### src/hw/rtl/hbks_pkg.sv
// Shared types, constants and state codes for the hash-banked key set.
// No dependencies; every other file of the block but hbks_ram imports this package.
package hbks_pkg;

    // Default geometry of the slot store.
    localparam int HBKS_BANK_COUNT     = 4;
    localparam int HBKS_SLOTS_PER_BANK = 256;

    // Field widths.
    localparam int HASH_W     = 64;
    localparam int MAG_W      = 63;
    localparam int LEN_W      = 16;
    localparam int BYTE_W     = 8;
    localparam int BANK_OUT_W = 2;

    // Hash step h*31 + (byte - 31), with the multiply done as (h << 5) - h.
    localparam int                HASH_SHIFT  = 5;
    localparam logic [HASH_W-1:0] BYTE_OFFSET = 64'd31;
    localparam logic [LEN_W-1:0]  LEN_MAX     = '1;

    // The bank remainder is formed one hex digit per cycle, top digit first.
    localparam int MOD_DIGIT_W = 4;
    localparam int MOD_STEPS   = HASH_W / MOD_DIGIT_W;
    localparam int MOD_CNT_W   = $clog2(MOD_STEPS);

    // Key commands.
    localparam logic CMD_INSERT = 1'b0;
    localparam logic CMD_LOOKUP = 1'b1;

    typedef struct packed {
        logic              command;
        logic [BYTE_W-1:0] key_byte;
        logic              last_byte;
    } t_in_item;

    typedef struct packed {
        logic [MAG_W-1:0]      key_hash;
        logic [BANK_OUT_W-1:0] bank_index;
        logic                  present;
        logic                  newly_stored;
        logic                  bank_full;
    } t_out_item;

    typedef struct packed {
        logic [LEN_W-1:0] key_len;
        logic [MAG_W-1:0] hash;
    } t_slot_entry;

    typedef enum logic [3:0] {
        ST_CLEAR,
        ST_IDLE,
        ST_MAG,
        ST_MOD,
        ST_FILL_RD,
        ST_FILL_WAIT,
        ST_SCAN,
        ST_WRITE,
        ST_DONE
    } t_ctrl_state;

    // Commands from the controller to the datapath.
    typedef struct packed {
        logic clear_step;
        logic in_ready;
        logic start_key;
        logic mod_step;
        logic fill_rd;
        logic fill_latch;
        logic scan_step;
        logic set_present;
        logic set_full;
        logic write_slot;
        logic load_out;
    } t_dp_cmd;

    // Status from the datapath to the controller.
    typedef struct packed {
        logic clear_last;
        logic last_accept;
        logic mod_last;
        logic mag_zero;
        logic is_lookup;
        logic hit;
        logic miss;
        logic bank_room;
        logic out_free;
    } t_dp_status;

endpackage

### src/hw/rtl/hbks_ctrl.sv
// Controller state machine for the hash-banked key set.
// Depends on hbks_pkg for the state enum and the command and status structs.
module hbks_ctrl
    import hbks_pkg::*;
(
    input  logic       i_clk,
    input  logic       i_rst_n,
    input  t_dp_status i_status,
    output t_dp_cmd    o_cmd
);

    t_ctrl_state r_state;
    t_ctrl_state n_state;

    // State register; reset starts the sweep that empties every bank.
    always_ff @(posedge i_clk) begin
        if (!i_rst_n) begin
            r_state <= ST_CLEAR;
        end else begin
            r_state <= n_state;
        end
    end

    // Next state.
    always_comb begin
        n_state = r_state;
        unique case (r_state)
            ST_CLEAR: begin
                if (i_status.clear_last) n_state = ST_IDLE;
            end
            ST_IDLE: begin
                if (i_status.last_accept) n_state = ST_MAG;
            end
            ST_MAG: begin
                n_state = ST_MOD;
            end
            ST_MOD: begin
                if (i_status.mod_last) n_state = ST_FILL_RD;
            end
            ST_FILL_RD: begin
                n_state = ST_FILL_WAIT;
            end
            ST_FILL_WAIT: begin
                n_state = i_status.mag_zero ? ST_DONE : ST_SCAN;
            end
            ST_SCAN: begin
                if (i_status.hit) begin
                    n_state = ST_DONE;
                end else if (i_status.miss) begin
                    if (i_status.is_lookup || !i_status.bank_room) begin
                        n_state = ST_DONE;
                    end else begin
                        n_state = ST_WRITE;
                    end
                end
            end
            ST_WRITE: begin
                n_state = ST_DONE;
            end
            ST_DONE: begin
                if (i_status.out_free) n_state = ST_IDLE;
            end
            default: begin
                n_state = ST_CLEAR;
            end
        endcase
    end

    // Commands to the datapath.
    always_comb begin
        o_cmd             = '0;
        o_cmd.clear_step  = (r_state == ST_CLEAR);
        o_cmd.in_ready    = (r_state == ST_IDLE);
        o_cmd.start_key   = (r_state == ST_MAG);
        o_cmd.mod_step    = (r_state == ST_MOD);
        o_cmd.fill_rd     = (r_state == ST_FILL_RD);
        o_cmd.fill_latch  = (r_state == ST_FILL_WAIT);
        o_cmd.scan_step   = (r_state == ST_SCAN);
        o_cmd.set_present = (r_state == ST_SCAN) && i_status.hit;
        o_cmd.set_full    = (r_state == ST_SCAN) && !i_status.hit && i_status.miss
                            && !i_status.is_lookup && !i_status.bank_room;
        o_cmd.write_slot  = (r_state == ST_WRITE);
        o_cmd.load_out    = (r_state == ST_DONE) && i_status.out_free;
    end

endmodule

### config.mk
export PLATFORM = sky130hd
export DESIGN_NAME = hbks_ctrl
export DESIGN_NICKNAME = d
export VERILOG_FILES = /design/src/hw/rtl/hbks_pkg.sv /design/src/hw/rtl/hbks_ctrl.sv
export SDC_FILE = /design/constraint.sdc
export NUM_CORES = 1
export LEC_CHECK = 0
export BUFFER_PORTS_ARGS = -buffer_cell sky130_fd_sc_hd__buf_2
export CAP_MARGIN = 20
export CORE_AREA = 4 4 41 43
export DETAILED_ROUTE_END_ITERATION = 12
export DIE_AREA = 0 0 45 47
export HOLD_SLACK_MARGIN = 0.15
export PLACE_DENSITY = 0.73
export SYNTH_ARGS = -nofsm -noshare
export SYNTH_HDL_FRONTEND = slang
export SYNTH_SLANG_ARGS = --single-unit
### constraint.sdc
create_clock -name i_clk -period 1.42 [get_ports i_clk]
set_input_delay 0.284 -clock i_clk [delete_from_list [all_inputs] [get_ports i_clk]]
set_output_delay 0.284 -clock i_clk [all_outputs]
set_load 0.01 [all_outputs]
# [Word-level counts from Yosys, hierarchy flattened]
# Index checks and enable logic that the tools add are counted.
[totals] elab_cells=35 ff_bits=4
[op_classes] n_eq_ne=13 mux=9 n_reduce_logical=12
[ops] operator="$pmux 4 s9" count=1
[ops] operator="$mux 4" count=8
[ops] operator="$eq 4x3->1 const B" count=4
[ops] operator="$eq 4x2->1 const B" count=2
[ops] operator="$ne 2x2->1 const B" count=4
[ops] operator="$logic_and 1x1->1" count=6
[ops] operator="$reduce_and 5->1" count=1
[ops] operator="$eq 4x1->1 const B" count=1
[ops] operator="$eq 4x4->1 const B" count=1
[ops] operator="$logic_not 4->1" count=1
[ops] operator="$logic_not 1->1" count=3
[ops] operator="$ne 3x3->1 const B" count=1
[ops] operator="$logic_or 1x1->1" count=1

# [Depth between registers and ports, before layout]
# Gate-level depths: netlist (run 1).
[logic_depth] word_depth=6 mapped_depth=5

# [Worst setup path after synthesis (run 1)]
# OpenSTA, ideal clock, no wires.
[synth_timing] path_kind="register to register" start="register r_state[3]" end="register r_state[0]" n_path_buf=0 stages_incl_launch_ff=5 path_slack_ns=0.026 t_arrival_ns=1.322 required_ns=1.348 cell_sequence="dfxtp_1 nand3b_2 o32ai_2 a222oi_1 mux2i_1"
[synth_between] elab_chain_len=3
[synth_rtl] element="start: declaration" line_no="hbks_ctrl.sv:12" text="t_ctrl_state r_state;"
[synth_rtl] element="start signal: assignment" line_no="hbks_ctrl.sv:20" text="r_state <= n_state;"
[synth_rtl] element="$eq 4x3->1 (tied with other cells)" line_no="hbks_ctrl.sv:27" text="unique case (r_state)"
[synth_rtl] element="$ne 3x3->1 (no line) / $ne 2x2->1 (equally long branches)"
[synth_rtl] element="$reduce_and 5->1 (no line)"
# Parallel ways exist; a longest one is shown, timed or not.
# A chain may end at the register's enable or synchronous reset.

==> results of run 1 <==
==> worst max-delay path: stages, from the launching register on <==
cell and delay [ns]:
dfxtp_4 0.37, nand2b_4 0.16, nor2_4 0.12, and4b_1 0.18, buf_2 0.13
==> cells in the final DEF (no fill, tap or decap), types with 2 or more instances in the layout <==
cell type | netlist | routed
and2_1 | 2 | 2
buf_2 | 2 | 19
buf_4 | 0 | 7
buf_6 | 0 | 9
clkbuf_4 | 0 | 3
dfxtp_2 | 0 | 2
dfxtp_4 | 0 | 2
inv_1 | 2 | 2
mux2i_1 | 3 | 3
nand2_1 | 5 | 5
nand2b_1 | 4 | 2
nand2b_4 | 0 | 2
nor2_1 | 7 | 5
nor2_4 | 0 | 2
nor2b_1 | 2 | 2
nor3_1 | 3 | 2
==> cell type report <==
| type | count | area [sq um] | share of cell area (%) |
|---|---|---|---|
| Tap cell | 15 | 18.8 | 2.40 |
| Inverter | 2 | 7.51 | 0.958 |
| Multi-Input combinational cell | 47 | 375 | 47.9 |
| Sequential cell | 4 | 90.1 | 11.5 |
| Timing Repair Buffer | 36 | 269 | 34.3 |
| Clock buffer | 3 | 22.5 | 2.88 |
==> per-stage QoR <==
step	util (%)	hold WS, ns	area, sq um	setup WS [ns]	power (mW)
finish	60.2	0.346	783	-0.0597	0.921
global route	60.2	0.355	783	-0.103	0.985
CTS	52.4	0.335	682	-0.0475	0.785
detailed placement	45.6	0.580	593	-0.00501	0.566
global placement	45.6	0.582	593	0.00170	0.563
floorplan	-	0.406	419	0.0258	0.404
==> kinds of logic (layout without fill, tap and decap cells) <==
family | after synthesis | after routing | synth area share, %
mux | 3 | 3 | 7.16
compound gates | 12 | 12 | 24.2
simple gates | 32 | 32 | 43.6
buf+inv | 6 | 41 | 5.97
flops | 4 | 4 | 19.1
==> metal layers <==
metal	up-vias	global-route usage, %	share of wire, %
met3	0	7.28	6.7
met4	0	0	0
met2	17	24.0	54
li1	282	-	-
met1	272	15.2	40
met5	-	0	0
==> cell usage after synthesis (all sizes together), types with 3 or more instances <==
master / n / area [sq um]
nor2: 7 / 26.3
nand2: 5 / 18.8
dfxtp: 4 / 80.1
nand2b: 4 / 25.0
mux2i: 3 / 30.0
nor3: 3 / 15.0
o21ai: 3 / 15.0
==> report_power, final <==
group	switching (mW)	leakage [nW]	internal, mW
clock	0.0472	0.0138	0.0946
combinational	0.254	0.309	0.341
sequential	0.0427	0.0349	0.142
==> path summary, 6_finish.rpt <==
check / cells past startpoint / endpoint / start
max: 4 / o_cmd[2] / r_state[0]
min: 2 / r_state[2] / i_rst_n
max reg2reg: 6 / r_state[0] / r_state[0]
min reg2reg: 3 / r_state[0] / r_state[0]
==> timing repair <==
action                     4_1_cts  5_1_grt
setup endpoints to repair       12       15
setup buffers                    4        2
pin swaps                        3        7
resized for setup               12       15
==> key figures, run 1 <==
Status
  • Status: finished with violations
  • Failing checks: negative setup slack

Global routing
  • Initial antenna violation count: 0
  • Vias in the first global route: 481
  • Largest net degree at the start of global routing: 11
  • Global-route usage over all layers: 13.5%
  • Global route overflow: 0
  • Global-route wire length before repair: 2.06 mm

Critical path
  • Reg-to-reg slack, setup: -0.01 ns
  • Worst EP required: 1.14 ns
  • Startpoint types: register
  • CP Class: register to output port
  • CP arrival: 1.20 ns
  • CP endpoint kind: output port
  • Critical Path Fanout Max: 6

Yosys
  • Post-synthesis cell type count: 29
  • Sequential fraction of the synthesis area: 19.1%
  • Mapped cell area: 419 sq um
  • Number of synthesis warnings: 0
  • Ys async rst share: 0%
  • Synth Net Count: 68
  • Synth Register Bits: 4
  • Avg Inst Size Synth: 7.35 sq um
  • Post-synth EDFFs: 0
  • Post-Syn Instances: 57
  • Ys flop type: dfxtp_1

Layout
  • # fillers: 114
  • Layout cells sized above 1: 59.8%
  • Non-filler instance count after layout: 107
  • P&R area growth vs syn: 86.9%
  • Largest registers: r_state (4)
  • Inserted Diodes: 0
  • Max reg flops: 4
  • Final net count: 105
  • Biggest register: r_state

Place
  • DP Wirelength: 940 um
  • Placed Instances: 98
  • Port buffer count: 21
  • Placer Congestion: 0.850

Power
  • Worst VDD drop: 0.000633 V
  • Pwr dens: 1180 nW/um^2
  • Leak Pwr: 0.358 nW

Timing
  • Final setup viols: 4
  • Tcrit/Tclk final: 104%
  • Fmax achieved: 0.676 GHz
  • Final Hold Vio Count: 0
  • Unrepaired setup endpoints after global routing: yes
  • Min Tclk post-route: 1.48 ns
  • Clock Skews: 0.00465 ns
  • Fin Setup TNS: -0.0885 ns
  • Max-slew headroom: 75.4%
  • Max Slew Vio Count: 0
  • Fin worst setup slack: -0.0597 ns
  • Slew @ Worst Pin: 0.368 ns

Detailed routing
  • Iteration-0 DRC Markers: 18
  • Detail Route Antenna Nets: 0
  • DR vias: 571
  • Drt drc: 0
  • 1st-pass router iterations: 5
  • WL final: 1.46 mm
  • Routed vias/inst: 5.34
  • Routed len/inst: 13.7 um

CTS
  • CTS max path bufs: 2
  • CTS Sinks: 4
  • Post-CTS Hold Buffers: 0
  • CTS Root Cell: clkbuf_4
  • Skew-Pair Late Insertion Delay: 0.24 ns
  • CTS tree: yes
  • Clock slew at reported path FFs: 0.04 ns
  • Num CTS Buffers: 3
  • H-Tree Level Count: 1

Floorplan
  • Core Region: 1300 sq um
  • DIE WIDTH: 45 um
  • Row count: 13
  • # IOs: 22
  • Starting Density: 32.2%
  • Die Height: 47 um
  • Die ar.: 2120 sq um

Job
  • Max cap viols: 0

Hold path
  • Worst Hold Class: primary input to register
Note: power is estimated with default switching activity, not from simulation.
==> run 2: changes to the inputs <==
--- a/config.mk
+++ b/config.mk
@@ -8,10 +8,11 @@
 export BUFFER_PORTS_ARGS = -buffer_cell sky130_fd_sc_hd__buf_2
 export CAP_MARGIN = 20
 export CORE_AREA = 4 4 41 43
+export CTS_CLUSTER_DIAMETER = 150
 export DETAILED_ROUTE_END_ITERATION = 12
 export DIE_AREA = 0 0 45 47
 export HOLD_SLACK_MARGIN = 0.15
-export PLACE_DENSITY = 0.73
+export PLACE_DENSITY = 0.69
 export SYNTH_ARGS = -nofsm -noshare
 export SYNTH_HDL_FRONTEND = slang
 export SYNTH_SLANG_ARGS = --single-unit
==> key figures, run 2 (synthesis results as in run 1) <==
Floorplan
  • Die Height: 47 um (unchanged)
  • Die ar.: 2120 sq um (unchanged)
  • Row count: 13 (unchanged)
  • # IOs: 22 (unchanged)
  • Starting Density: 32.2% (unchanged)
  • Core Region: 1300 sq um (unchanged)
  • DIE WIDTH: 45 um (unchanged)

Layout
  • Biggest register: r_state
  • Most common cell after layout, fill and taps aside: buf_2
  • # fillers: 131 (+15%)
  • Inserted Diodes: 0 (unchanged)
  • P&R area growth vs syn: 91.0%
  • Commonest cells after routing, fill and taps aside: buf_2, buf_4, buf_6, nor2_1, nand2_1
  • Max reg flops: 4 (unchanged)
  • Layout cells sized above 1: 61.2% (+1.4 points)
  • Final net count: 111 (+5.7%)
  • Cell area after layout: 801 sq um (+2.2%)
  • Fin util: 61.5% (+1.3 points)
  • Largest registers: r_state (4)
  • Non-filler instance count after layout: 113 (+5.6%)

Timing
  • Max-slew headroom: 75.0% (-0.42 points)
  • Max Slew Vio Count: 0 (unchanged)
  • Unrepaired setup endpoints after global routing: yes
  • Worst Hold Slack: 0.348 ns (+0.00273 ns)
  • Clock Skews: 0.00195 ns (-0.00270 ns)
  • Min Tclk post-route: 1.47 ns (-0.00974 ns)
  • Final setup viols: 5 (+1)
  • Slew @ Worst Pin: 0.374 ns (+0.00626 ns)
  • Tcrit/Tclk final: 104% (-0.69 points)
  • Fmax achieved: 0.680 GHz (+0.66%)
  • Final Hold Vio Count: 0 (unchanged)
  • Fin worst setup slack: -0.0500 ns (+0.00974 ns)
  • Fin Setup TNS: -0.115 ns (-0.0266 ns)

CTS
  • CTS max path bufs: 2 (unchanged)
  • H-Tree Level Count: 1 (unchanged)
  • Skew-Pair Late Insertion Delay: 0.23 ns (about the same)
  • CTS Root Cell: clkbuf_4
  • CTS Sinks: 4 (unchanged)
  • Num CTS Buffers: 3 (unchanged)
  • Clock slew at reported path FFs: 0.04 ns (about the same)
  • CTS tree: yes

Global routing
  • Global-route wire length before repair: 2.38 mm (+15%)
  • Global route overflow: 0 (unchanged)
  • Largest net degree at the start of global routing: 11 (unchanged)
  • Global-route usage over all layers: 15.6% (+2.1 points)
  • Initial antenna violation count: 0 (unchanged)
  • Vias in the first global route: 561 (+17%)

Detailed routing
  • Detail Route Antenna Nets: 0 (unchanged)
  • Routed vias/inst: 5.28 (-1.0%)
  • Iteration-0 DRC Markers: 11 (-7)
  • 1st-pass router iterations: 4 (-1)
  • WL final: 1.57 mm (+7.1%)
  • Drt drc: 0 (unchanged)
  • Routed len/inst: 13.9 um (+1.4%)
  • DR vias: 597 (+4.6%)

Critical path
  • Critical Path Fanout Max: 7 (+1)
  • CP endpoint kind: output port
  • Worst EP required: 1.14 ns (about the same)
  • Startpoint types: register
  • CP Class: register to output port
  • CP arrival: 1.19 ns (about the same)

Job
  • Max cap viols: 0 (unchanged)

Status
  • Failing checks: negative setup slack
  • Status: finished with violations

Power
  • Leak Pwr: 0.387 nW (+8.3%)
  • Pwr dens: 1170 nW/um^2 (about the same)
  • Pwr Total: 941 uW (+2.2%)
  • Worst VDD drop: 0.000633 V (about the same)

Place
  • DP Wirelength: 1.07 mm (+13%)
  • Placed instance area: 608 sq um (+2.5%)
  • Placed Instances: 100 (+2.0%)
  • Post-Place Setup Slack: 0.0105 ns (+0.0155 ns)
  • Port buffer count: 21 (unchanged)
  • Placer Congestion: 0.864 (+1.8%)

Hold path
  • Worst Hold Class: primary input to register
## run 2: layer usage
metal	track usage, %	share of wire, %	wire length, um
met1	17.3	41	642
met5	0	0	0
met4	1.75	0.96	15
met2	29.9	52	810
met3	4.60	6.3	99
## run 2: final timing paths
| kind | start | slack [ns] | depth (start not counted) | to |
|---|---|---|---|---|
| setup / recovery | r_state[0] | -0.05 | 4 | o_cmd[2] |
| setup reg to reg | r_state[1] | 0.03 | 5 | r_state[3] |
| hold / removal | i_rst_n | 0.35 | 3 | r_state[0] |
| hold reg to reg | r_state[0] | 0.68 | 3 | r_state[0] |
## run 2: cell type report
type	count	area [sq um]	area share [%]
clock buffer	3	22.5	2.81
sequential	4	90.1	11.2
tap	15	18.8	2.34
inverter	2	7.51	0.938
timing repair buffer	42	293	36.6
multi-input combinational	47	369	46.1
## run 2: where the power goes
group	switching (mW)	internal (mW)	leakage [nW]	total, mW
logic	0.266	0.357	0.338	0.623
registers	0.0374	0.142	0.0349	0.179
clock network	0.0440	0.0944	0.0138	0.138
## run 2: repair_timing
action	4_1_cts	5_1_grt
pin swaps	3	8
setup endpoints to repair	12	14
cloned	0	0
resized for setup	16	9
setup buffers	3	7
hold buffers	0	0
## run 2: critical path, stage by stage, from the launching register on
cell and delay (ns):
dfxtp_4 0.36, nand2b_4 0.16, nor2_4 0.12, and4b_1 0.18, buf_2 0.12
==> run 3: changes to the inputs <==
--- a/config.mk
+++ b/config.mk
@@ -11,8 +11,10 @@
 export CTS_CLUSTER_DIAMETER = 150
 export DETAILED_ROUTE_END_ITERATION = 12
 export DIE_AREA = 0 0 45 47
+export GPL_ROUTABILITY_DRIVEN = 0
 export HOLD_SLACK_MARGIN = 0.15
 export PLACE_DENSITY = 0.69
+export REMOVE_ABC_BUFFERS = 1
 export SYNTH_ARGS = -nofsm -noshare
 export SYNTH_HDL_FRONTEND = slang
 export SYNTH_SLANG_ARGS = --single-unit
==> key figures, run 3 (synthesis results as in run 1) <==
Status
  • Status: finished with violations
  • Failing checks: negative setup slack

Floorplan
  • Row count: 13 (unchanged)
  • Starting Density: 32.2% (unchanged)
  • Die Height: 47 um (unchanged)
  • Core Region: 1300 sq um (unchanged)
  • # IOs: 22 (unchanged)
  • Die ar.: 2120 sq um (unchanged)
  • DIE WIDTH: 45 um (unchanged)

Layout
  • Most common cell after layout, fill and taps aside: buf_2
  • Max reg flops: 4 (unchanged)
  • Non-filler instance count after layout: 105 (-7.1%)
  • Layout cells sized above 1: 55.6% (-5.7 points)
  • Biggest register: r_state
  • Area of the multi-input gates: 364 sq um (-1.4%)
  • Fin util: 55.0% (-6.5 points)
  • # fillers: 128 (-2.3%)
  • Final net count: 103 (-7.2%)
  • Commonest cells after routing, fill and taps aside: buf_2, buf_4, nor2_1, nand2_1
  • Inserted Diodes: 0 (unchanged)
  • FF/Latch Area: 92.6 sq um (+2.8%)
  • P&R area growth vs syn: 70.7%
  • Largest registers: r_state (4)

Global routing
  • Global-route wire length before repair: 2.33 mm (-2.3%)
  • Vias in the first global route: 570 (+1.6%)
  • Largest net degree at the start of global routing: 10 (-1)
  • Global route overflow: 0 (unchanged)
  • Global-route usage over all layers: 14.5% (-1.0 points)
  • Initial antenna violation count: 0 (unchanged)

Timing
  • Final Hold Vio Count: 0 (unchanged)
  • Min Tclk post-route: 1.48 ns (+0.0107 ns)
  • Fmax achieved: 0.675 GHz (-0.72%)
  • Fin Setup TNS: -0.116 ns (-0.00113 ns)
  • Clock Skews: 0.00477 ns (+0.00282 ns)
  • Slew @ Worst Pin: 0.389 ns (+0.0153 ns)
  • Unrepaired setup endpoints after global routing: yes
  • Max-slew headroom: 74.0% (-1.0 points)
  • Final setup viols: 5 (unchanged)
  • Max Slew Vio Count: 0 (unchanged)
  • Fin worst setup slack: -0.0607 ns (-0.0107 ns)
  • Tcrit/Tclk final: 104% (+0.75 points)

Hold path
  • Worst Hold Class: primary input to register

CTS
  • CTS Root Cell: clkbuf_4
  • Clock slew at reported path FFs: 0.04 ns (about the same)
  • CTS tree: yes
  • Post-CTS Hold Buffers: 0 (unchanged)
  • H-Tree Level Count: 1 (unchanged)
  • CTS max path bufs: 2 (unchanged)
  • Num CTS Buffers: 3 (unchanged)
  • Skew-Pair Late Insertion Delay: 0.23 ns (about the same)
  • CTS Sinks: 4 (unchanged)

Critical path
  • CP endpoint kind: output port
  • CP Class: register to output port
  • Worst EP required: 1.14 ns (about the same)
  • Critical Path Fanout Max: 6 (-1)
  • CP arrival: 1.20 ns (about the same)
  • Startpoint types: register

Detailed routing
  • Routed vias/inst: 5.52 (+4.6%)
  • Drt drc: 0 (unchanged)
  • WL final: 1.41 mm (-10%)
  • Routed len/inst: 13.4 um (-3.3%)
  • DR vias: 580 (-2.8%)
  • Iteration-0 DRC Markers: 12 (+1)
  • 1st-pass router iterations: 4 (unchanged)
  • Detail Route Antenna Nets: 0 (unchanged)

Place
  • Port buffer count: 21 (unchanged)
  • Placed Instances: 98 (-2.0%)
  • Post-Place Setup Slack: -0.0262 ns (-0.0367 ns)
  • DP Wirelength: 989 um (-7.2%)

Job
  • Max cap viols: 0 (unchanged)

Power
  • Pwr dens: 1160 nW/um^2 (-1.4%)
  • Worst VDD drop: 0.000533 V (-16%)
  • Leak Pwr: 0.336 nW (-13%)
## run 3: area by class of cell
cell class / instances / area share, %
Sequential cell: 4 / 12.9
Tap cell: 15 / 2.62
Inverter: 2 / 1.05
Multi-Input combinational cell: 47 / 50.9
Clock buffer: 3 / 3.15
Timing Repair Buffer: 34 / 29.4
## run 3: where the power goes
group | internal, mW | switching (mW) | total [mW]
clock network | 0.0945 | 0.0463 | 0.141
logic | 0.274 | 0.237 | 0.511
registers | 0.144 | 0.0336 | 0.178
## run 3: through the flow
stage	cell area, sq um	hold slack, ns	power [mW]
5_1_grt	716	0.370	0.895
4_1_cts	697	0.343	0.806
6_report	716	0.353	0.829
3_3_place_gp	593	0.586	0.556
2_1_floorplan	402	0.406	0.391
3_5_place_dp	593	0.581	0.564
## run 3: layer usage
metal	global-route usage, %	wire (um)	part of all wire, %	vias to the layer above
met5	0	0	0	-
met3	2.68	80	5.7	2
met4	2.92	15	1.1	0
met1	16.1	539	38	280
met2	28.5	773	55	16
li1	-	-	-	282
## run 3: what timing repair did
item                                    4_1_cts  5_1_grt
endpoints found under the setup margin       13       11
resized for setup                            14        4
buffers inserted                              4        0
pin swaps                                     3        1
## run 3: worst max-delay path, cell delays in order (launching register included)
cell and delay (ns):
dfxtp_4 0.35, nand2b_4 0.16, nor2_4 0.13, and4b_1 0.19
buf_2 0.12
## run 3: final timing paths
check | startpoint | end | slack [ns] | cells past startpoint
worst max register to register | r_state[1] | r_state[0] | 0.02 | 6
worst max-delay path | r_state[0] | o_cmd[2] | -0.06 | 4
worst min-delay path | i_rst_n | r_state[0] | 0.35 | 3
worst min register to register | r_state[1] | r_state[1] | 0.67 | 3
